$ cat src/fcem_pkg.sv
`timescale 1ns / 1ps

package fcem_pkg;

    // Table geometry
    localparam int TableEntries = 256;
    localparam int TableAddrW   = $clog2(TableEntries);

    // Configuration port geometry
    localparam int CfgIndexW = 3;
    localparam int CfgDataW  = 16;

    // Configuration register indexes
    localparam logic [CfgIndexW-1:0] CFG_QUOTE_MODE       = 3'd0;
    localparam logic [CfgIndexW-1:0] CFG_USE_FIRST_TABLE  = 3'd1;
    localparam logic [CfgIndexW-1:0] CFG_USE_SECOND_TABLE = 3'd2;
    localparam logic [CfgIndexW-1:0] CFG_NAME_CAPACITY    = 3'd3;
    localparam logic [CfgIndexW-1:0] CFG_CASE_RULE        = 3'd4;
    localparam logic [CfgIndexW-1:0] CFG_SEPARATOR_CHAR   = 3'd5;

    // Case folding rules
    localparam logic [1:0] CASE_NONE  = 2'd0;
    localparam logic [1:0] CASE_UPPER = 2'd1;
    localparam logic [1:0] CASE_WORD  = 2'd2;

    // Special bytes
    localparam logic [7:0] EscOpen   = 8'h9E;
    localparam logic [7:0] EscClose  = 8'h9F;
    localparam logic [7:0] SubstByte = 8'h5F;

    // Item operations, also used as the job kind between front and back
    typedef enum logic [1:0] {
        OP_LOAD_FIRST  = 2'd0,
        OP_LOAD_SECOND = 2'd1,
        OP_NAME_BYTE   = 2'd2,
        OP_NAME_END    = 2'd3
    } op_t;

    typedef struct packed {
        op_t        operation;
        logic [7:0] table_index;
        logic [7:0] table_value;
        logic [7:0] name_byte;
    } in_item_t;

    typedef struct packed {
        logic [7:0] out_byte;
        logic       end_of_name;
        logic       status;
    } out_item_t;

    typedef struct packed {
        logic        quote_mode;
        logic        use_first_table;
        logic        use_second_table;
        logic [15:0] name_capacity;
        logic [1:0]  case_rule;
        logic [7:0]  separator_char;
    } cfg_t;

    // Work handed from the front to the back
    typedef struct packed {
        op_t         kind;
        logic [7:0]  index;  // table entry for loads
        logic [7:0]  data;   // table value for loads, byte for name bytes
        logic        raw;    // decoded escape byte, skips the first table
        logic [15:0] cap;    // capacity sampled at the start of the name
    } job_t;

    function automatic logic is_hex(input logic [7:0] b);
        return (b >= 8'h30 && b <= 8'h39) || (b >= 8'h41 && b <= 8'h46) ||
               (b >= 8'h61 && b <= 8'h66);
    endfunction

    function automatic logic [3:0] hex_val(input logic [7:0] b);
        return (b <= 8'h39) ? b[3:0] : b[3:0] + 4'd9;
    endfunction

    function automatic logic [7:0] hex_char(input logic [3:0] n);
        return (n < 4'd10) ? 8'h30 + {4'd0, n} : 8'h37 + {4'd0, n};
    endfunction

endpackage

$ cat src/fcem_queue.sv
`timescale 1ns / 1ps

module fcem_queue
    import fcem_pkg::*;
#(
    parameter int DEPTH = 4
) (
    input  logic clk,
    input  logic rst_n,
    input  logic push_valid,
    output logic push_ready,
    input  job_t push_job,
    output logic pop_valid,
    input  logic pop_ready,
    output job_t pop_job
);

    localparam int PtrW = (DEPTH > 1) ? $clog2(DEPTH) : 1;
    localparam int CntW = $clog2(DEPTH + 1);
    localparam logic [PtrW-1:0] LastPtr = PtrW'(DEPTH - 1);
    localparam logic [CntW-1:0] FullCnt = CntW'(DEPTH);

    job_t            slot_reg [DEPTH];
    logic [PtrW-1:0] wr_ptr_reg, wr_ptr_next;
    logic [PtrW-1:0] rd_ptr_reg, rd_ptr_next;
    logic [CntW-1:0] count_reg, count_next;
    logic            do_push, do_pop;

    assign push_ready = (count_reg != FullCnt);
    assign pop_valid  = (count_reg != '0);
    assign pop_job    = slot_reg[rd_ptr_reg];
    assign do_push    = push_valid && push_ready;
    assign do_pop     = pop_valid && pop_ready;

    // Advance pointers and occupancy
    always_comb
    begin
        wr_ptr_next = wr_ptr_reg;
        rd_ptr_next = rd_ptr_reg;
        count_next  = count_reg;
        if (do_push)
        begin
            wr_ptr_next = (wr_ptr_reg == LastPtr) ? '0 : wr_ptr_reg + 1'b1;
        end
        if (do_pop)
        begin
            rd_ptr_next = (rd_ptr_reg == LastPtr) ? '0 : rd_ptr_reg + 1'b1;
        end
        if (do_push && !do_pop)
        begin
            count_next = count_reg + 1'b1;
        end
        else if (do_pop && !do_push)
        begin
            count_next = count_reg - 1'b1;
        end
    end

    always_ff @(posedge clk or negedge rst_n)
    begin
        if (!rst_n)
        begin
            wr_ptr_reg <= '0;
            rd_ptr_reg <= '0;
            count_reg  <= '0;
        end
        else
        begin
            wr_ptr_reg <= wr_ptr_next;
            rd_ptr_reg <= rd_ptr_next;
            count_reg  <= count_next;
        end
    end

    // Store the pushed job
    always_ff @(posedge clk)
    begin
        if (do_push)
        begin
            slot_reg[wr_ptr_reg] <= push_job;
        end
    end

endmodule

$ cat config.mk
export PLATFORM = sky130hd
export DESIGN_NAME = fcem_queue
export DESIGN_NICKNAME = d
export VERILOG_FILES = /design/src/fcem_pkg.sv /design/src/fcem_queue.sv
export SDC_FILE = /design/constraint.sdc
export NUM_CORES = 1
export LEC_CHECK = 0
export BUFFER_PORTS_ARGS = -buffer_cell sky130_fd_sc_hd__buf_2
export CORE_UTILIZATION = 40
export CTS_BUF_LIST = sky130_fd_sc_hd__clkbuf_2 sky130_fd_sc_hd__clkbuf_4 sky130_fd_sc_hd__clkbuf_8
export CTS_CLUSTER_DIAMETER = 100
export DETAILED_ROUTE_END_ITERATION = 8
export HOLD_SLACK_MARGIN = 0.08
export SLEW_MARGIN = 5
export SYNTH_ARGS = -nofsm -noshare
export SYNTH_HDL_FRONTEND = slang
export SYNTH_SLANG_ARGS = --single-unit
$ cat constraint.sdc
create_clock -name clk -period 2.2 [get_ports clk]
set_input_delay 0.22 -clock clk [delete_from_list [all_inputs] [get_ports clk]]
set_output_delay 0.22 -clock clk [all_outputs]
set_load 0.005 [all_outputs]
# == After elaboration in Yosys (flattened, before gate mapping) ==
# Memory sizes are Yosys's and may differ from the RTL's.
# Cells that the tools add are included.
# totals
ramBits,140
output_inout_bits,37
memories,1
regBits,7
wordCells,25
# op_classes
add_sub_neg,4
n_mux,6
n_reduce_logical,8
eq_ne,3
# memory_table
memory,depth,width,rd,rd_ports_with_merged_regs,write_ports,line_no,text
slot_reg,4,35,1,0,1,fcem_queue.sv:23,job_t slot_reg [DEPTH];
# op_table
cell,n
$mux W3,2
$add A2 B1 Y2 const B,2
$eq A2 B2 Y1 const B,2
$logic_and A1 B1 Y1,4
$mux W2,2
$add A3 B1 Y3 const B,1
$ne A3 B3 Y1 const B,1
$reduce_bool A3 Y1,1
$sub A3 B1 Y3 const B,1
$logic_not A1 Y1,2
$mux W1,2
$reduce_bool A2 Y1,1

# == Depth between registers and ports, before layout ==
# Gate-level depths: netlist of the first run.
# logic_depth
depth_word,6
mapped_depth,8
mapped_depth_nobuf,8

# == Least setup slack after synthesis of the first run ==
# Ideal clock, no wire load.
# synth_timing
path_type,register to register
start,reg count_reg[1]
end,reg count_reg[2]
arrival_time_ns,2.008
path_slack_ns,0.113
stages_incl_launch_ff,9
path_buffers,0
path_cell_list,dfrtp_1 > or3_2 > nand2_1 > ha_1 > inv_1 > fa_1 > xor2_1 > nor2_1 > xor2_1
# synth_between
elab_chain_len,5
elab_cells_between_ends,13
cone_classes,add/sub: 2; eq/ne: 1; mux: 2; reduce/logical: 8
# synth_lines
item,line_no,text
start: declaration,fcem_queue.sv:26,"logic [CntW-1:0] count_reg, count_next;"
start signal: assignment,fcem_queue.sv:71,count_reg <= count_next;
$reduce_bool A3 Y1 (*),fcem_queue.sv:30,assign pop_valid = (count_reg != '0);
via pop_valid,fcem_queue.sv:13,"output logic pop_valid,"
$logic_and A1 B1 Y1 (*),fcem_queue.sv:33,assign do_pop = pop_valid && pop_ready;
$logic_not A1 Y1,fcem_queue.sv:49,if (do_push && !do_pop)
$logic_and A1 B1 Y1,fcem_queue.sv:49,
$mux W3 or $reduce_bool A2 Y1 (tied branches),-,
# The timed path passes the listed nets; every way through them passes the cells marked *. The select of a mux whose other input is x is not followed.
# A chain may end at the register's enable or synchronous reset.

# == Worst setup path in the final report of the first run ==
# layout_timing
start,reg count_reg[1]
end,reg count_reg[1]
# layout_between
elab_cells_between_ends,13
cone_classes,add/sub: 2; eq/ne: 1; mux: 2; reduce/logical: 8
# layout_lines
item,line_no,text
$ne A3 B3 Y1,fcem_queue.sv:29,assign push_ready = (count_reg != FullCnt);
$logic_and A1 B1 Y1,fcem_queue.sv:32,assign do_push = push_valid && push_ready;
via do_push,fcem_queue.sv:27,"logic do_push, do_pop;"
$logic_and A1 B1 Y1,fcem_queue.sv:49,
$mux W3,fcem_queue.sv:49,
via count_next[1],fcem_queue.sv:26,
# The timed path passes the listed nets, and every way through them passes these cells. The select of a mux whose other input is x is not followed.

==> results of run 1 <==
==> placed cells by master (no fill, tap or decap), drive strengths merged <==
| master | count |
|---|---|
| edfxtp | 140 |
| buf | 80 |
| dlygate4sd3 | 36 |
| mux4 | 35 |
| clkbuf | 17 |
| clkinv | 9 |
| dfrtp | 7 |
| ha | 6 |
| inv | 5 |
| mux2 | 5 |
| and3 | 4 |
| nor2 | 3 |
| bufinv | 3 |
| xor2 | 2 |
| or3b | 1 |
| and2 | 1 |
| or3 | 1 |
| nand2 | 1 |
| xnor2 | 1 |
| fa | 1 |
| clkinvlp | 1 |
==> metal layers <==
layer	part of all wire	GRT usage
met3	0.063	0.0512
met1	0.45	0.183
met5	0	0
met2	0.48	0.223
met4	0.0093	0.0522
==> area by class of cell <==
| class | instances | area share |
|---|---|---|
| timing repair buffer | 116 | 0.118 |
| tap | 176 | 0.0320 |
| clock inverter | 15 | 0.0235 |
| clock buffer | 17 | 0.0340 |
| multi-input combinational | 61 | 0.153 |
| inverter | 3 | 0.00164 |
| sequential | 147 | 0.637 |
==> Yosys cell counts <==
cell	n
edfxtp_1	140
mux4_2	35
dfrtp_1	7
ha_1	6
and3_2	4
buf_2	3
buf_4	3
inv_1	3
mux2_2	3
nor2_1	3
buf_1	2
mux2_4	2
xor2_1	2
and2_4	1
fa_1	1
nand2_1	1
or3_2	1
or3b_4	1
xnor2_1	1
==> what timing repair did <==
| action | CTS | global route |
|---|---|---|
| setup buffers | 0 | 1 |
| endpoints found under the hold margin | 147 | 0 |
| gates resized for setup | 2 | 2 |
| hold buffers | 36 | 0 |
| endpoints found under the setup margin | 1 | 1 |
| pin swaps | 1 | 1 |
==> stage by stage <==
stage	instance area (sq um)	std cells	power [uW]	worst slack, ps
final	6880	535	8530	110
after global routing	6880	535	8980	27.1
after CTS	6860	534	8640	11.9
after detailed placement	6100	466	6520	34.6
after global placement	6100	466	6480	105
after floorplan	5480	219	5480	113
==> cell families after synthesis <==
kind of cell,after synthesis
xor gates and xnor gates,3
DFF,147
adders and majority gates,7
and+or+nand+nor,11
buffers and inverters,11
muxes,40
==> worst register-to-register path: cells and delay by family (launching register included) <==
kind | cells | cell delay [ps]
simple gates | 2 | 630
fa+ha+maj | 2 | 610
flops | 1 | 410
mux | 1 | 270
buf+inv | 1 | 60
==> power groups by stage <==
stage	clock [uW]	sequential [uW]	combinational, uW
2_1_floorplan	0	3880	1610
3_3_place_gp	0	4000	2480
3_5_place_dp	0	4030	2490
4_1_cts	2130	3960	2560
5_1_grt	2230	4010	2740
6_report	2080	3950	2490
==> worst paths after layout <==
path	from	endpoint	slack, ps
setup reg to reg	count_reg[1]	count_reg[1]	110
hold reg to reg	count_reg[2]	count_reg[2]	500
setup / recovery	count_reg[1]	count_reg[1]	110
hold / removal	rst_n	count_reg[1]	140
min in group clk	pop_ready	rd_ptr_reg[0]	250
max in group asynchronous	rst_n	rd_ptr_reg[0]	1870
==> impl_results.md, run 1 <==
* DP HPWL at 5430 microns
* Critical path, cell by cell: or3b_4, and2_4, ha_2, inv_1, fa_1, mux2_2
* Post-Synth Simple-Gate Area at 0.0132
* Max-cap violations at 0
* Detailed Routing Iterations Pass 1 at 5
* Vias per cell at 4.85
* Hold Crit Class: in2async
* Final wirelength at 9460 microns
* Mapped Area at 0.00548 sq mm
* Distinct cells, synth at 19
* ANT cells at 0
* WP data required at 2520 ps
* Tightest Pin Transition at 987 ps
* Setup crit start kind: flop
* Element type at the critical path end: flop
* Sequential area share after synthesis at 0.799
* Sw Ratio at 0.277
* Max reg flops at 140
* Cells after Synth at 219
* Hold Worst Slack at 142 ps
* Seq pwr share at 0.464
* Largest area contributor in the netlist: edfxtp_1
* Worst Path Buf+Inv at 1
* DRC Markers at 0
* Final hold violation count at 0
* Via count at 2593
* Gr usage total at 0.143
* Critical path arrival at 2410 ps
* Nets at 392
* GRT overflow at 0
* Reg2Reg Depth at 6
* Antenna violation net count after detailed routing at 0
* Root Buffer: clkbuf_8
* Crit Path Max Fanout at 6
* CTS sink cnt at 147
* Reg area at 0.00438 sq mm
* Synth Area in XOR/XNOR at 0.00479
* CTS Buf Count at 17
* Skew-Pair Late Insertion Delay at 430 ps
* Peak VDD IR at 0.844 mV
* Multi-input logic area at 0.00105 sq mm
* Die X at 119 microns
* Skew final at 11.7 ps
* Setup TNS at 0 ps
* Clock Power Share at 0.244
* Gate power share at 0.293
* Switch Pwr at 2360 uW
* Max incr delay on CP at 440 ps
* Top cells by area, synth: edfxtp_1, mux4_2, dfrtp_1
* P_int at 6170 uW
* Bufs on Longest Clock Path at 2
* Relative slew slack at 0.342
* PortBufs at 75
* Pin count of the biggest net entering global routing at 36
* First-pass GRT wire length at 14500 microns
* Max Slew Vio Count at 0
* Pwr dens at 1240 mW/mm^2
* Delay-heaviest family, CP: simple AND/OR/NAND/NOR gates
* Largest family of logic cells by synthesized area: multiplexers
* Mux share of post-synthesis cell area at 0.155
* Unrepaired setup endpoints after global routing: no
* Die area at 0.0142 sq mm
* Core area at 0.0133 sq mm
* Row count at 42
* Synth top area share at 0.767
* Layout area overhead at 25.4%
* H-tree depth at 4
* Fmax at 479 MHz
* Global placer's final weighted congestion at 0.754
* Fraction of layout cells with a size suffix above 1 at 0.451
* Mean Syn Cell Area at 25.0 sq um
* Compound-Gate Fraction of Synth Area at 0
* Tmin final at 2090 ps
* DIE HEIGHT at 119 microns
* Fill cells at 1048
* Starting DRT DRC Count at 130
* Final core occ at 0.517
* Clock-pin slew on the worst setup and hold paths at 80 ps
* Worst path slowest cell: or3b_4
* Worst Setup Path Type: reg2reg
* DR WL/cell at 17.7 microns
* Pleak at 0.00241 uW
* Final setup fails at 0
* Ports at 76
* CTS tree: yes
* Syn. warnings at 0
* Flops & latches, synth at 147
* Worst path depth at 6
* Final period util at 0.950
* Initial core utilization at 0.412
* Synth Area in Adders at 0.0173
* Initial antenna violation count at 0
* Status: finished clean
* Number of global-route vias before repair at 2749
* Mapped Nets at 265
Note: power is estimated with default switching activity, not from simulation.
==> inputs of run 2 (changes only) <==
GPL_TIMING_DRIVEN = 1   (was not set)
PLACE_DENSITY_LB_ADDON = 0.3   (was not set)
==> run 2 against run 1 <==
Against the previous run: non-clock buffer count rose by 1; setup slack got worse by 15 ps; routed wire length fell by 1.9%; final cell count rose by 0.19%; largest power group unchanged.
==> impl_results.md, run 2 (synthesis gave the netlist of run 1 again) <==
* Setup crit start kind: flop (unchanged)
* Initial core utilization at 0.412 (unchanged)
* Ports at 76 (unchanged)
* First-pass GRT wire length at 14600 microns (was 14500 microns)
* GRT overflow at 0 (unchanged)
* DP HPWL at 5250 microns (was 5430 microns)
* DIE HEIGHT at 119 microns (unchanged)
* Row count at 42 (unchanged)
* Global placer's final weighted congestion at 0.678 (was 0.754)
* Hold Crit Class: in2async (unchanged)
* Skew final at 6.79 ps (was 11.7 ps)
* Crit Path Max Fanout at 6 (unchanged)
* Relative slew slack at 0.349 (was 0.342)
* Pwr dens at 1260 mW/mm^2 (was 1240 mW/mm^2)
* Final period util at 0.957 (was 0.950)
* Pleak at 0.00242 uW (was 0.00241 uW)
* Detailed Routing Iterations Pass 1 at 4 (was 5)
* Layout area overhead at 25.7% (was 25.4%)
* Critical path arrival at 2440 ps (was 2410 ps)
* Clock-pin slew on the worst setup and hold paths at 70 ps (was 80 ps)
* Max-cap violations at 0 (unchanged)
* Final wirelength at 9280 microns (was 9460 microns)
* Commonest non-fill, non-tap cells in the layout: edfxtp_1, buf_2, dlygate4sd3_1, mux4_2, clkbuf_8 (unchanged)
* CTS Buf Count at 17 (unchanged)
* DR WL/cell at 17.3 microns (was 17.7 microns)
* Tmin final at 2100 ps (was 2090 ps)
* Nets at 393 (was 392)
* Fill cells at 1075 (was 1048)
* Die area at 0.0142 sq mm (unchanged)
* Pin count of the biggest net entering global routing at 36 (unchanged)
* Final setup fails at 0 (unchanged)
* Max reg flops at 140 (unchanged)
* Skew-Pair Late Insertion Delay at 440 ps (was 430 ps)
* ANT cells at 0 (unchanged)
* Core area at 0.0133 sq mm (unchanged)
* Initial antenna violation count at 0 (unchanged)
* H-tree depth at 4 (unchanged)
* Setup TNS at 0 ps (unchanged)
* Root Buffer: clkbuf_8 (unchanged)
* Worst Setup Path Type: reg2reg (unchanged)
* Final hold violation count at 0 (unchanged)
* Peak VDD IR at 1.27 mV (was 0.844 mV)
* Number of global-route vias before repair at 2776 (was 2749)
* Tightest Pin Transition at 976 ps (was 987 ps)
* Max Slew Vio Count at 0 (unchanged)
* Vias per cell at 4.81 (was 4.85)
* Final std cells w/o fill at 536 (was 535)
* Element type at the critical path end: flop (unchanged)
* Starting DRT DRC Count at 107 (was 130)
* Multi-input logic area at 0.00105 sq mm (about the same)
* # Post-CTS Setup Buffers at 0 (unchanged)
* DP Cell Count at 468 (was 466)
* Antenna violation net count after detailed routing at 0 (unchanged)
* Via count at 2580 (was 2593)
* Most common cell after layout, fill and taps aside: edfxtp_1 (unchanged)
* PortBufs at 75 (unchanged)
* Status: finished clean (unchanged)
* CTS tree: yes (unchanged)
* CTS sink cnt at 147 (unchanged)
* Die X at 119 microns (unchanged)
* Bufs on Longest Clock Path at 2 (unchanged)
* Fmax at 475 MHz (was 479 MHz)
* Unrepaired setup endpoints after global routing: no (unchanged)
* DRC Markers at 0 (unchanged)
* WP data required at 2530 ps (was 2520 ps)
* Fraction of layout cells with a size suffix above 1 at 0.436 (was 0.451)
* Gr usage total at 0.145 (was 0.143)
* Reg area at 0.00438 sq mm (about the same)
[run 2: cell types whose count changed in the layout (fill, tap and decap cells not counted), moves of 2 or more]
| cell | before | now |
|---|---|---|
| bufinv_16 | 3 | 5 |
| clkinv_2 | 6 | 3 |
| buf_12 | 3 | 1 |
| buf_4 | 2 | 5 |
| clkinv_1 | 2 | 5 |
| dfrtp_2 | 3 | 1 |
| inv_6 | 2 | 0 |
[run 2: power by group]
part / internal [uW] / total (uW) / switching [uW]
Clock: 1330 / 2260 / 927
Combinational: 1290 / 2430 / 1140
Sequential: 3730 / 3960 / 233
[run 2: metrics by stage]
stage / hold slack (ps) / cell area (sq um) / setup WS [ps] / util / total power, uW
after floorplan: -75.6 / 5480 / 113 / - / 5480
after global placement: 61.8 / 6090 / 109 / 0.458 / 6420
after detailed placement: 62.5 / 6090 / 54.2 / 0.458 / 6470
after CTS: 86.0 / 6890 / 27.3 / 0.518 / 8790
after global routing: 120 / 6890 / 1.76 / 0.518 / 9120
final: 140 / 6890 / 95.1 / 0.518 / 8650
[run 2: worst paths after layout]
kind / from / end / slack [ps] / cells past startpoint
max: count_reg[1] / count_reg[1] / 100 / 6
min: rst_n / rd_ptr_reg[1] / 140 / 2
max reg2reg: count_reg[1] / count_reg[1] / 100 / 6
min reg2reg: count_reg[2] / count_reg[2] / 520 / 1
max in group asynchronous: rst_n / rd_ptr_reg[1] / 1880 / 2
min in group clk: push_valid / wr_ptr_reg[1] / 240 / 3
[run 2: per-layer routing]
layer	vias up	global-route usage	share of wire	wire [microns]
li1	1185	-	-	-
met1	1307	0.185	0.45	4210
met2	66	0.214	0.47	4330
met3	22	0.0556	0.052	479
met4	0	0.0783	0.028	258
met5	-	0	0	0
[run 2: worst max-delay path, stage by stage (launching register included)]
cell and delay [ps]:
dfrtp_1 430, or3b_4 420, and2_4 190, ha_1 220, inv_1 70, fa_1 400, mux2_2 270
[run 2: final cells by class]
class / count / share of cell area
Multi-Input combinational cell: 61 / 0.152
Inverter: 3 / 0.00163
Clock buffer: 18 / 0.0350
Sequential cell: 147 / 0.636
Tap cell: 176 / 0.0320
Timing Repair Buffer: 117 / 0.115
Clock inverter: 14 / 0.0278
[run 2: repair_timing]
item | 4_1_cts | 5_1_grt
endpoints found under the hold margin | 147 | 0
resized for setup | 1 | 1
hold buffers | 36 | 0
pin swaps | 0 | 2
setup endpoints to repair | 12 | 2
