$ cat config.mk
export PLATFORM = sky130hd
export DESIGN_NAME = fcem_front
export DESIGN_NICKNAME = d
export VERILOG_FILES = /design/src/fcem_pkg.sv /design/src/fcem_front.sv
export SDC_FILE = /design/constraint.sdc
export NUM_CORES = 1
export LEC_CHECK = 0
export BUFFER_PORTS_ARGS = -buffer_cell sky130_fd_sc_hd__buf_4
export CORE_MARGIN = 3
export CORE_UTILIZATION = 54
export CTS_CLUSTER_SIZE = 25
export DETAILED_ROUTE_END_ITERATION = 8
export PLACE_DENSITY = 0.85
export SLEW_MARGIN = 20
export SYNTH_ARGS = -nofsm -noshare
export SYNTH_HDL_FRONTEND = slang
export SYNTH_SLANG_ARGS = --single-unit
$ cat constraint.sdc
create_clock -name clk -period 8 [get_ports clk]
set_clock_uncertainty 0.15 [all_clocks]
set_input_delay 2 -clock clk [delete_from_list [all_inputs] [get_ports clk]]
set_output_delay 2 -clock clk [all_outputs]
set_load 0.05 [all_outputs]
$ cat src/fcem_pkg.sv
`timescale 1ns / 1ps

package fcem_pkg;

    // Table geometry
    localparam int TableEntries = 256;
    localparam int TableAddrW   = $clog2(TableEntries);

    // Configuration port geometry
    localparam int CfgIndexW = 3;
    localparam int CfgDataW  = 16;

    // Configuration register indexes
    localparam logic [CfgIndexW-1:0] CFG_QUOTE_MODE       = 3'd0;
    localparam logic [CfgIndexW-1:0] CFG_USE_FIRST_TABLE  = 3'd1;
    localparam logic [CfgIndexW-1:0] CFG_USE_SECOND_TABLE = 3'd2;
    localparam logic [CfgIndexW-1:0] CFG_NAME_CAPACITY    = 3'd3;
    localparam logic [CfgIndexW-1:0] CFG_CASE_RULE        = 3'd4;
    localparam logic [CfgIndexW-1:0] CFG_SEPARATOR_CHAR   = 3'd5;

    // Case folding rules
    localparam logic [1:0] CASE_NONE  = 2'd0;
    localparam logic [1:0] CASE_UPPER = 2'd1;
    localparam logic [1:0] CASE_WORD  = 2'd2;

    // Special bytes
    localparam logic [7:0] EscOpen   = 8'h9E;
    localparam logic [7:0] EscClose  = 8'h9F;
    localparam logic [7:0] SubstByte = 8'h5F;

    // Item operations, also used as the job kind between front and back
    typedef enum logic [1:0] {
        OP_LOAD_FIRST  = 2'd0,
        OP_LOAD_SECOND = 2'd1,
        OP_NAME_BYTE   = 2'd2,
        OP_NAME_END    = 2'd3
    } op_t;

    typedef struct packed {
        op_t        operation;
        logic [7:0] table_index;
        logic [7:0] table_value;
        logic [7:0] name_byte;
    } in_item_t;

    typedef struct packed {
        logic [7:0] out_byte;
        logic       end_of_name;
        logic       status;
    } out_item_t;

    typedef struct packed {
        logic        quote_mode;
        logic        use_first_table;
        logic        use_second_table;
        logic [15:0] name_capacity;
        logic [1:0]  case_rule;
        logic [7:0]  separator_char;
    } cfg_t;

    // Work handed from the front to the back
    typedef struct packed {
        op_t         kind;
        logic [7:0]  index;  // table entry for loads
        logic [7:0]  data;   // table value for loads, byte for name bytes
        logic        raw;    // decoded escape byte, skips the first table
        logic [15:0] cap;    // capacity sampled at the start of the name
    } job_t;

    function automatic logic is_hex(input logic [7:0] b);
        return (b >= 8'h30 && b <= 8'h39) || (b >= 8'h41 && b <= 8'h46) ||
               (b >= 8'h61 && b <= 8'h66);
    endfunction

    function automatic logic [3:0] hex_val(input logic [7:0] b);
        return (b <= 8'h39) ? b[3:0] : b[3:0] + 4'd9;
    endfunction

    function automatic logic [7:0] hex_char(input logic [3:0] n);
        return (n < 4'd10) ? 8'h30 + {4'd0, n} : 8'h37 + {4'd0, n};
    endfunction

endpackage

$ cat src/fcem_front.sv
`timescale 1ns / 1ps

module fcem_front
    import fcem_pkg::*;
(
    input  logic     clk,
    input  logic     rst_n,
    input  cfg_t     cfg,
    input  logic     src_valid,
    output logic     src_ready,
    input  in_item_t src_item,
    output logic     job_valid,
    input  logic     job_ready,
    output job_t     job
);

    logic [7:0]  held_reg [3];
    logic [7:0]  held_next [3];
    logic [1:0]  held_cnt_reg, held_cnt_next;
    logic        flushing_reg, flushing_next;
    logic        in_name_reg, in_name_next;
    logic [15:0] name_cap_reg, name_cap_next;

    logic [7:0]  b;
    logic        mismatch;
    logic        flush_act;
    logic        start_hold;
    logic        accept;
    logic [7:0]  decoded;
    logic [15:0] job_cap;

    assign b          = src_item.name_byte;
    assign start_hold = !cfg.quote_mode && cfg.use_first_table && (b == EscOpen);
    assign decoded    = {hex_val(held_reg[1]), hex_val(held_reg[2])};
    assign job_cap    = in_name_reg ? name_cap_reg : cfg.name_capacity;

    // Classify: does the waiting item break the escape being collected
    always_comb
    begin
        mismatch = 1'b0;
        unique case (src_item.operation)
            OP_LOAD_FIRST, OP_LOAD_SECOND:
            begin
                mismatch = 1'b0;
            end
            OP_NAME_BYTE:
            begin
                unique case (held_cnt_reg)
                    2'd0:       mismatch = 1'b0;
                    2'd1, 2'd2: mismatch = !is_hex(b);
                    2'd3:       mismatch = (b != EscClose);
                endcase
            end
            OP_NAME_END:
            begin
                mismatch = (held_cnt_reg != 2'd0);
            end
        endcase
    end

    assign flush_act = flushing_reg || (src_valid && mismatch);
    assign accept    = src_valid && job_ready && !flush_act;

    // Flush held bytes first, then take the item and queue its job
    always_comb
    begin
        held_next     = held_reg;
        held_cnt_next = held_cnt_reg;
        flushing_next = flushing_reg;
        in_name_next  = in_name_reg;
        name_cap_next = name_cap_reg;
        src_ready     = 1'b0;
        job_valid     = 1'b0;
        job.kind      = OP_NAME_BYTE;
        job.index     = src_item.table_index;
        job.data      = held_reg[0];
        job.raw       = 1'b0;
        job.cap       = job_cap;

        if (flush_act)
        begin
            job_valid = 1'b1;
            if (job_ready)
            begin
                held_next[0]  = held_reg[1];
                held_next[1]  = held_reg[2];
                held_cnt_next = held_cnt_reg - 2'd1;
                flushing_next = (held_cnt_reg != 2'd1);
            end
            else
            begin
                flushing_next = 1'b1;
            end
        end
        else
        begin
            src_ready = job_ready;
            unique case (src_item.operation)
                OP_LOAD_FIRST, OP_LOAD_SECOND:
                begin
                    job_valid = src_valid;
                    job.kind  = src_item.operation;
                    job.data  = src_item.table_value;
                end
                OP_NAME_BYTE:
                begin
                    job.kind = OP_NAME_BYTE;
                    job.raw  = (held_cnt_reg == 2'd3);
                    job.data = (held_cnt_reg == 2'd3) ? decoded : b;
                    if (held_cnt_reg == 2'd0)
                    begin
                        job_valid = src_valid && !start_hold;
                    end
                    else if (held_cnt_reg == 2'd3)
                    begin
                        job_valid = src_valid;
                    end
                    if (accept)
                    begin
                        if (!in_name_reg)
                        begin
                            in_name_next  = 1'b1;
                            name_cap_next = cfg.name_capacity;
                        end
                        unique case (held_cnt_reg)
                            2'd0:
                            begin
                                if (start_hold)
                                begin
                                    held_next[0]  = b;
                                    held_cnt_next = 2'd1;
                                end
                            end
                            2'd1:
                            begin
                                held_next[1]  = b;
                                held_cnt_next = 2'd2;
                            end
                            2'd2:
                            begin
                                held_next[2]  = b;
                                held_cnt_next = 2'd3;
                            end
                            2'd3:
                            begin
                                held_cnt_next = 2'd0;
                            end
                        endcase
                    end
                end
                OP_NAME_END:
                begin
                    job_valid = src_valid;
                    job.kind  = OP_NAME_END;
                    if (accept)
                    begin
                        in_name_next = 1'b0;
                    end
                end
            endcase
        end
    end

    always_ff @(posedge clk or negedge rst_n)
    begin
        if (!rst_n)
        begin
            held_cnt_reg <= 2'd0;
            flushing_reg <= 1'b0;
            in_name_reg  <= 1'b0;
            held_reg[0]  <= 8'd0;
            held_reg[1]  <= 8'd0;
            held_reg[2]  <= 8'd0;
        end
        else
        begin
            held_cnt_reg <= held_cnt_next;
            flushing_reg <= flushing_next;
            in_name_reg  <= in_name_next;
            held_reg     <= held_next;
        end
    end

    // Hold the capacity of the name in progress
    always_ff @(posedge clk)
    begin
        name_cap_reg <= name_cap_next;
    end

endmodule

# After elaboration in Yosys (flattened, before gate mapping)
# Cells that the tools add are included.
[word_totals]
register_bits = 44
input_bits = 59
elab_cells = 100
[op_classes]
n_addsub = 3
n_lt_le_gt_ge = 8
eq_ne = 13
mux = 34
n_bitwise = 1
reduce_logical = 34
[op_table]
columns = ["op", "n"]
rows = [
  ["$mux 16", 3],
  ["$mux 24", 2],
  ["$mux 8", 5],
  ["$le 8x6->1 const B", 3],
  ["$ge 8x7->1 const B", 2],
  ["$le 8x7->1 const B", 2],
  ["$pmux 8 s2", 1],
  ["$reduce_and 4->1", 4],
  ["$reduce_bool 2->1", 7],
  ["$mux 2", 6],
  ["$logic_and 1x1->1", 9],
  ["$mux 9", 1],
  ["$add 4x4->4 const B", 2],
  ["$eq 2x2->1 const B", 4],
  ["$eq 8x8->1 const B", 1],
  ["$ge 8x6->1 const B", 1],
  ["$mux 1", 8],
  ["$mux 4", 2],
  ["$ne 8x8->1 const B", 1],
  ["$pmux 2 s4", 1],
  ["$ne 2x2->1 const B", 3],
  ["$pmux 1 s3", 2],
  ["$pmux 2 s3", 1],
  ["$reduce_and 5->1", 1],
  ["other kinds (12)", 21],
]

# Depth between registers and ports, before layout
# Gate-level depths: netlist of the first run.
[logic_depth]
depth_word = 14
mapped_depth = 10

# Worst setup path after synthesis of the first run
# OpenSTA, ideal clock, no wires.
[synth_timing]
path_kind = "in2out"
startpoint = "input port src_item[25] in the netlist's numbering"
endpoint = "output port job[19] in the netlist's numbering"
arrival_ns = 4.361
required_time_ns = 5.850
slack_ns = 1.489
cell_stages = 8
cell_sequence = "clkbuf_1 > a31oi_1 > a311oi_2 > or2_1 > buf_6 > buf_6 > a2111oi_0 > nor3_1"
[synth_lines]
columns = ["element", "line", "rtl"]
rows = [
  ["start: declaration", "fcem_front.sv:11", "input in_item_t src_item,"],
  ["end: declaration", "fcem_front.sv:14", "output job_t job"],
]

==> impl_metrics.py, run 1 <==
metrics = {
    "logic_synthesis": {
        "synth_compound_area_frac": 0.1939,
        "ys.flop_type": "dfrtp_1",
        "synth.most_common_cell": "mux2_2",
        "syn-num-nets": 323,
        "synth_area_leader_cell": "dfrtp_1",
        "syn_avg_cell_area_um2": 10.95,
        "ys_top_cells_by_area": "dfrtp_1 (25%), edfxtp_1 (17%), mux2_2 (15%)",
        "netlist.area_leader.share": 0.2519,
        "synth-xor-area-share": 0.01260,
        "synth_async_sr_flop_share": 0.6364,
        "synth-edff-count": 16,
        "synth_top_family_by_area": "compound AO/OA/AOI/OAI gates",
        "synth_common_cells": "mux2_2 (36), dfrtp_1 (28), nor2_1 (19), edfxtp_1 (16), a21oi_1 (13)",
        "ys_warn_count": 0,
        "syn_area_mm2": 0.002781,
        "yosysUniqueCellTypes": 49,
        "yosysSeqAreaShare": 0.4247,
        "synthCells": 254,
        "synthAdderAreaFrac": 0.04498,
        "synthSimpleGateAreaFrac": 0.1017,
        "synth-seq-cells": 44,
        "synthMuxAreaShare": 0.1606,
    },
    "worst_setup_path": {
        "startpoint_type": "input pin",
        "cp.required_ps": 5850,
        "worstSetupPathType": "in2out",
        "critPathMaxStageDelay_ps": 750,
        "cp_cell_sequence": "buf_4, and3_1, o41ai_1, a211oi_2, or2_1, a2111oi_0, nor3_1, buf_4",
        "crit_fanout": 26,
        "critPathCaptureType": "output pin",
        "cp_slowest_cell": "a2111oi_0",
        "cp_common_cell": "buf_4",
        "crit_arrival_ps": 4600,
        "critical_path.top_delay_family": "compound AO/OA/AOI/OAI gates",
        "critPathBufInv": 2,
    },
    "placed_design": {
        "port_buffers": 68,
        "postPlaceCellArea_mm2": 0.003269,
        "dpl.hpwl_um": 5113,
        "post-place-ws_ps": 1354,
        "gp_congestion": 0.9560,
    },
    "min_path": {
        "hold_path_class": "reg2reg",
    },
    "grt": {
        "grt_max_degree": 29,
        "grt_usage": 0.2347,
        "overflow": 0,
        "grt_pass1_vias": 2370,
        "antenna_found_initial": 0,
        "grt_pass1_wl_um": 11350,
    },
    "detailed_routing": {
        "wirelength_um": 6848,
        "drt_pass1_iterations": 4,
        "ant_nets": 0,
        "routed_via_density": 6.050,
        "drc_errors": 0,
        "routedWlPerCell_um": 18.02,
        "num_vias": 2299,
        "drt-initial-drc-count": 162,
    },
    "clock_network": {
        "cts_tree": "done",
        "post-cts-setup-buffers": 0,
        "clk-insertion-delay-late_ps": 290,
        "path_clk_slew_ps": 80,
        "cts_inserted_buffers": 5,
        "htreeDepth": 2,
        "root_buffer": "clkbuf_8",
        "ctsResizeCount": 0,
        "cts_buffer_depth": 2,
        "cts-hold-fix-buffers": 0,
        "cts_num_sinks": 44,
    },
    "floorplan": {
        "die-area_mm2": 0.006048,
        "row_count": 25,
        "io_pins": 96,
        "start_util": 0.5737,
        "fp.dieW_um": 77.77,
        "fp.dieH_um": 77.77,
        "core_area_mm2": 0.004848,
    },
    "timing": {
        "hold_viol_final": 0,
        "final-setup-viol-count": 0,
        "rsz0062_at_grt": "false",
        "drv_slew": 0,
        "min_period_over_period": 0.8437,
        "max_freq_mhz": 148.2,
        "min_period_ps": 6749,
        "worst_slack_ps": 1251,
        "slew_headroom": 0.3496,
        "setup_tns_ps": 0,
        "worst_pin_slew_ps": 975.6,
    },
    "pwr": {
        "pwr_density_cell_mw_per_mm2": 396.8,
        "power.leakage_nw": 1.561,
        "ir_worst_vdd_mv": 0.1854,
    },
    "final_layout": {
        "antennaDiodeCount": 0,
        "nets": 381,
        "final_area_mm2": 0.003381,
        "drive_gt1_frac": 0.3802,
        "largest_reg_flops": 24,
        "area_growth_pct": 21.55,
    },
    "status": {
        "outcome": "finished clean",
    },
    "job": {
        "max_cap_viol_count": 0,
    },
}
placed cells by master, fill, tap and decap left out, types with 3 or more instances in the layout:
| cell type | Yosys | layout |
|---|---|---|
| a211o_1 | 3 | 3 |
| nor2b_1 | 4 | 4 |
| clkbuf_8 | 0 | 5 |
| a22oi_1 | 3 | 3 |
| a21oi_1 | 13 | 13 |
| edfxtp_1 | 16 | 16 |
| a22o_1 | 9 | 9 |
| and2_1 | 3 | 3 |
| dfrtp_1 | 28 | 28 |
| mux2_2 | 36 | 36 |
| a31oi_1 | 5 | 5 |
| a2111oi_0 | 5 | 5 |
| nor3_1 | 10 | 9 |
| nor2_1 | 19 | 19 |
| nand2_1 | 7 | 7 |
| inv_1 | 12 | 12 |
| and3_1 | 4 | 4 |
| mux2i_1 | 3 | 3 |
| o21ai_0 | 7 | 7 |
| ha_1 | 10 | 10 |
| a32o_1 | 5 | 5 |
| buf_4 | 8 | 70 |
routing by layer:
layer,track usage,wire [um]
met4,0.09431,147
met3,0.04524,482
met5,0,0
met1,0.2957,2742
met2,0.3947,3475
path summary, 6_finish.rpt:
check | startpoint | endpoint | slack (ps) | depth (start not counted)
setup / recovery | src_item[2] | job[19] | 1250 | 8
hold / removal | held_reg[21] | held_reg[21] | 350 | 1
setup reg to reg | held_cnt_reg[0] | held_reg[14] | 4620 | 8
hold reg to reg | held_reg[21] | held_reg[21] | 350 | 1
max in group asynchronous | rst_n | in_name_reg | 5970 | 1
min in group asynchronous | rst_n | held_reg[2] | 1460 | 1
worst register-to-register path: stages, from the launching register on:
cell      delay [ps]
dfrtp_1          410
inv_1            120
ha_1             270
inv_1             90
a31oi_1          190
a311oi_2         590
or2_1            850
a22oi_4          270
mux2_2           340
report_power, final:
part	total, mW	internal (mW)	switching, mW
sequential	0.392	0.307	0.0854
combinational	0.782	0.300	0.482
clock	0.168	0.0925	0.0751
total	1.34	0.700	0.642
metrics by stage:
step                  util  hold WS, ps  instances  total power [mW]
floorplan                -        316.6        254            0.9792
global placement    0.6743        324.5        372             1.142
detailed placement  0.6743        332.0        372             1.170
CTS                 0.6973        350.4        380             1.342
global route        0.6973        372.1        380             1.421
finish              0.6973        346.8        380             1.342
logic make-up (layout without fill, tap and decap cells):
logic type	after synthesis	in the layout
AND/OR/NAND/NOR	56	56
multiplexers	40	40
flip-flops	44	44
XOR/XNOR	4	4
adder cells (fa/ha/maj)	10	10
AO/OA/AOI/OAI	69	69
buffers and inverters	31	90
cell type report:
cell class,count,area (um^2)
Fill cell,393,1468
Multi-Input combinational cell,179,1434
Sequential cell,44,1181
Timing Repair Buffer,70,525.5
Tap cell,67,83.83
Clock buffer,5,68.82
Inverter,12,45.04
Clock inverter,3,42.54
Power figures use the tool's default switching activity.
==> run 2, diff against run 1 <==
- CORE_UTILIZATION: 54 -> 46
- PLACE_DENSITY: 0.85 -> 0.77
- clock period: 8 -> 6.1 ns (I/O delays scaled with it)
==> impl_metrics.py, run 2 (synthesis results as in run 1) <==
metrics = {
    "status": {
        "outcome": "finished clean",
    },
    "floorplan": {
        "row_count": 27,
        "fp.dieW_um": 83.76,
        "start_util": 0.4901,
        "io_pins": 96,
        "die-area_mm2": 0.007016,
        "fp.dieH_um": 83.76,
        "core_area_mm2": 0.005675,
    },
    "grt": {
        "gr-usage-met3": 0.04047,
        "grt_usage": 0.2003,
        "grt-busiest-layer": "met2",
        "grt_pass1_wl_um": 11340,
        "grt_use_met2": 0.3239,
        "antenna_found_initial": 0,
        "grt_pass1_vias": 2246,
        "overflow": 0,
        "grt_max_degree": 29,
        "met1_usage": 0.2652,
    },
    "final_layout": {
        "largest_reg_flops": 24,
        "area_growth_pct": 22.22,
        "layout_commonest_cell": "buf_4",
        "nets": 382,
        "finalNonFillerCells": 386,
        "seq_area_mm2": 0.001181,
        "nFillCells": 497,
        "multiInputGateArea_mm2": 0.001434,
        "drive_gt1_frac": 0.3854,
        "final_cell_mix": "buf_4 (71), mux2_2 (36), dfrtp_1 (28), nor2_1 (19), edfxtp_1 (16)",
        "antennaDiodeCount": 0,
    },
    "detailed_routing": {
        "routedWlPerCell_um": 17.69,
        "ant_nets": 0,
        "drt_pass1_iterations": 4,
        "num_vias": 2235,
        "drt-initial-drc-count": 156,
        "wirelength_um": 6828,
        "drc_errors": 0,
        "routed_via_density": 5.790,
    },
    "timing": {
        "final-setup-viol-count": 0,
        "rsz0062_at_grt": "false",
        "slew_headroom": 0.5599,
        "max_freq_mhz": 183.3,
        "min_period_ps": 5454,
        "worst_pin_slew_ps": 660.1,
        "setup_tns_ps": 0,
        "drv_slew": 0,
        "hold_viol_final": 0,
        "min_period_over_period": 0.8941,
    },
    "pwr": {
        "power_frac_comb": 0.577,
        "clkPwrFrac": 0.132,
        "p_sw_frac": 0.4769,
        "internal_power_uw": 922.5,
        "ir_worst_vdd_mv": 0.3683,
        "pwr_density_cell_mw_per_mm2": 518.8,
        "power.leakage_nw": 1.568,
        "power.switching_uw": 841.2,
        "power_frac_seq": 0.290,
    },
    "worst_setup_path": {
        "critPathMaxStageDelay_ps": 580,
        "cp_slowest_cell": "a2111oi_0",
        "cp.required_ps": 4430,
        "worstSetupPathType": "in2out",
        "crit_arrival_ps": 3780,
        "crit_fanout": 10,
        "critPathCaptureType": "output pin",
        "cp_cell_sequence": "buf_4, and3_1, o41ai_1, a211oi_2, or2_1, a2111oi_0, nor3_1, buf_4",
        "startpoint_type": "input pin",
        "cp_common_cell": "buf_4",
    },
    "clock_network": {
        "cts-hold-fix-buffers": 0,
        "htreeDepth": 2,
        "cts_tree": "done",
        "root_buffer": "clkbuf_8",
        "clk-insertion-delay-late_ps": 310,
        "cts_buffer_depth": 2,
        "cts_inserted_buffers": 5,
        "path_clk_slew_ps": 90,
        "ctsResizeCount": 0,
        "cts_num_sinks": 44,
        "post-cts-setup-buffers": 0,
    },
    "placed_design": {
        "port_buffers": 68,
        "place_inst": 378,
        "gp_congestion": 0.8130,
        "dpl.hpwl_um": 5085,
    },
    "min_path": {
        "hold_path_class": "reg2reg",
    },
    "job": {
        "max_cap_viol_count": 0,
    },
}
==> run 2: cell types whose count changed in the layout (fill, tap and decap cells not counted) <==
cell      previous run  this run
clkinv_4             1         2
buf_4               70        71
clkinv_1             1         0
==> run 2: metal layers <==
metal  part of all wire  routed length [um]
met1               0.43                2965
met2               0.49                3319
met3              0.059                 405
met4              0.020                 139
met5                  0                   0
==> run 2: worst paths after layout <==
path | start | endpoint | slack [ps] | cells after the start
worst max-delay path | src_item[2] | job[19] | 650 | 8
worst min-delay path | held_reg[21] | held_reg[21] | 360 | 1
worst max register to register | held_cnt_reg[0] | held_reg[15] | 2960 | 9
worst min register to register | held_reg[21] | held_reg[21] | 360 | 1
max in group asynchronous | rst_n | held_reg[15] | 4540 | 1
min in group asynchronous | rst_n | held_cnt_reg[0] | 970 | 1
==> run 2: area by class of cell <==
type	count	share of cell area
multi-input combinational	179	0.4218
sequential	44	0.3474
timing repair buffer	71	0.1568
tap	72	0.02650
clock buffer	5	0.02024
clock inverter	3	0.01399
inverter	12	0.01325
==> run 2: power groups by stage <==
stage	combinational (mW)	clock (mW)	sequential, mW
3_5_place_dp	1.02	0	0.518
3_3_place_gp	0.997	0	0.512
2_1_floorplan	0.816	0	0.468
4_1_cts	1.02	0.238	0.511
6_report	1.02	0.234	0.512
5_1_grt	1.09	0.250	0.528
==> run 2: worst max-delay path: cells and delay by family <==
kind / cells / cell delay [ps]
AND/OR/NAND/NOR: 3 / 650
AO/OA/AOI/OAI: 3 / 1240
buffers and inverters: 2 / 360
==> run 2: stage by stage <==
| stage | power [mW] | hold WS, ps | worst slack, ps | cell area [um^2] | utilization |
|---|---|---|---|---|---|
| floorplan | 1.284 | 316.6 | 539.4 | 2781 | - |
| global placement | 1.510 | 327.6 | 714.7 | 3283 | 0.5785 |
| detailed placement | 1.534 | 338.8 | 706.2 | 3283 | 0.5785 |
| CTS | 1.768 | 360.5 | 667.2 | 3400 | 0.5990 |
| global route | 1.869 | 381.1 | 424.1 | 3400 | 0.5990 |
| finish | 1.764 | 360.5 | 645.8 | 3400 | 0.5990 |
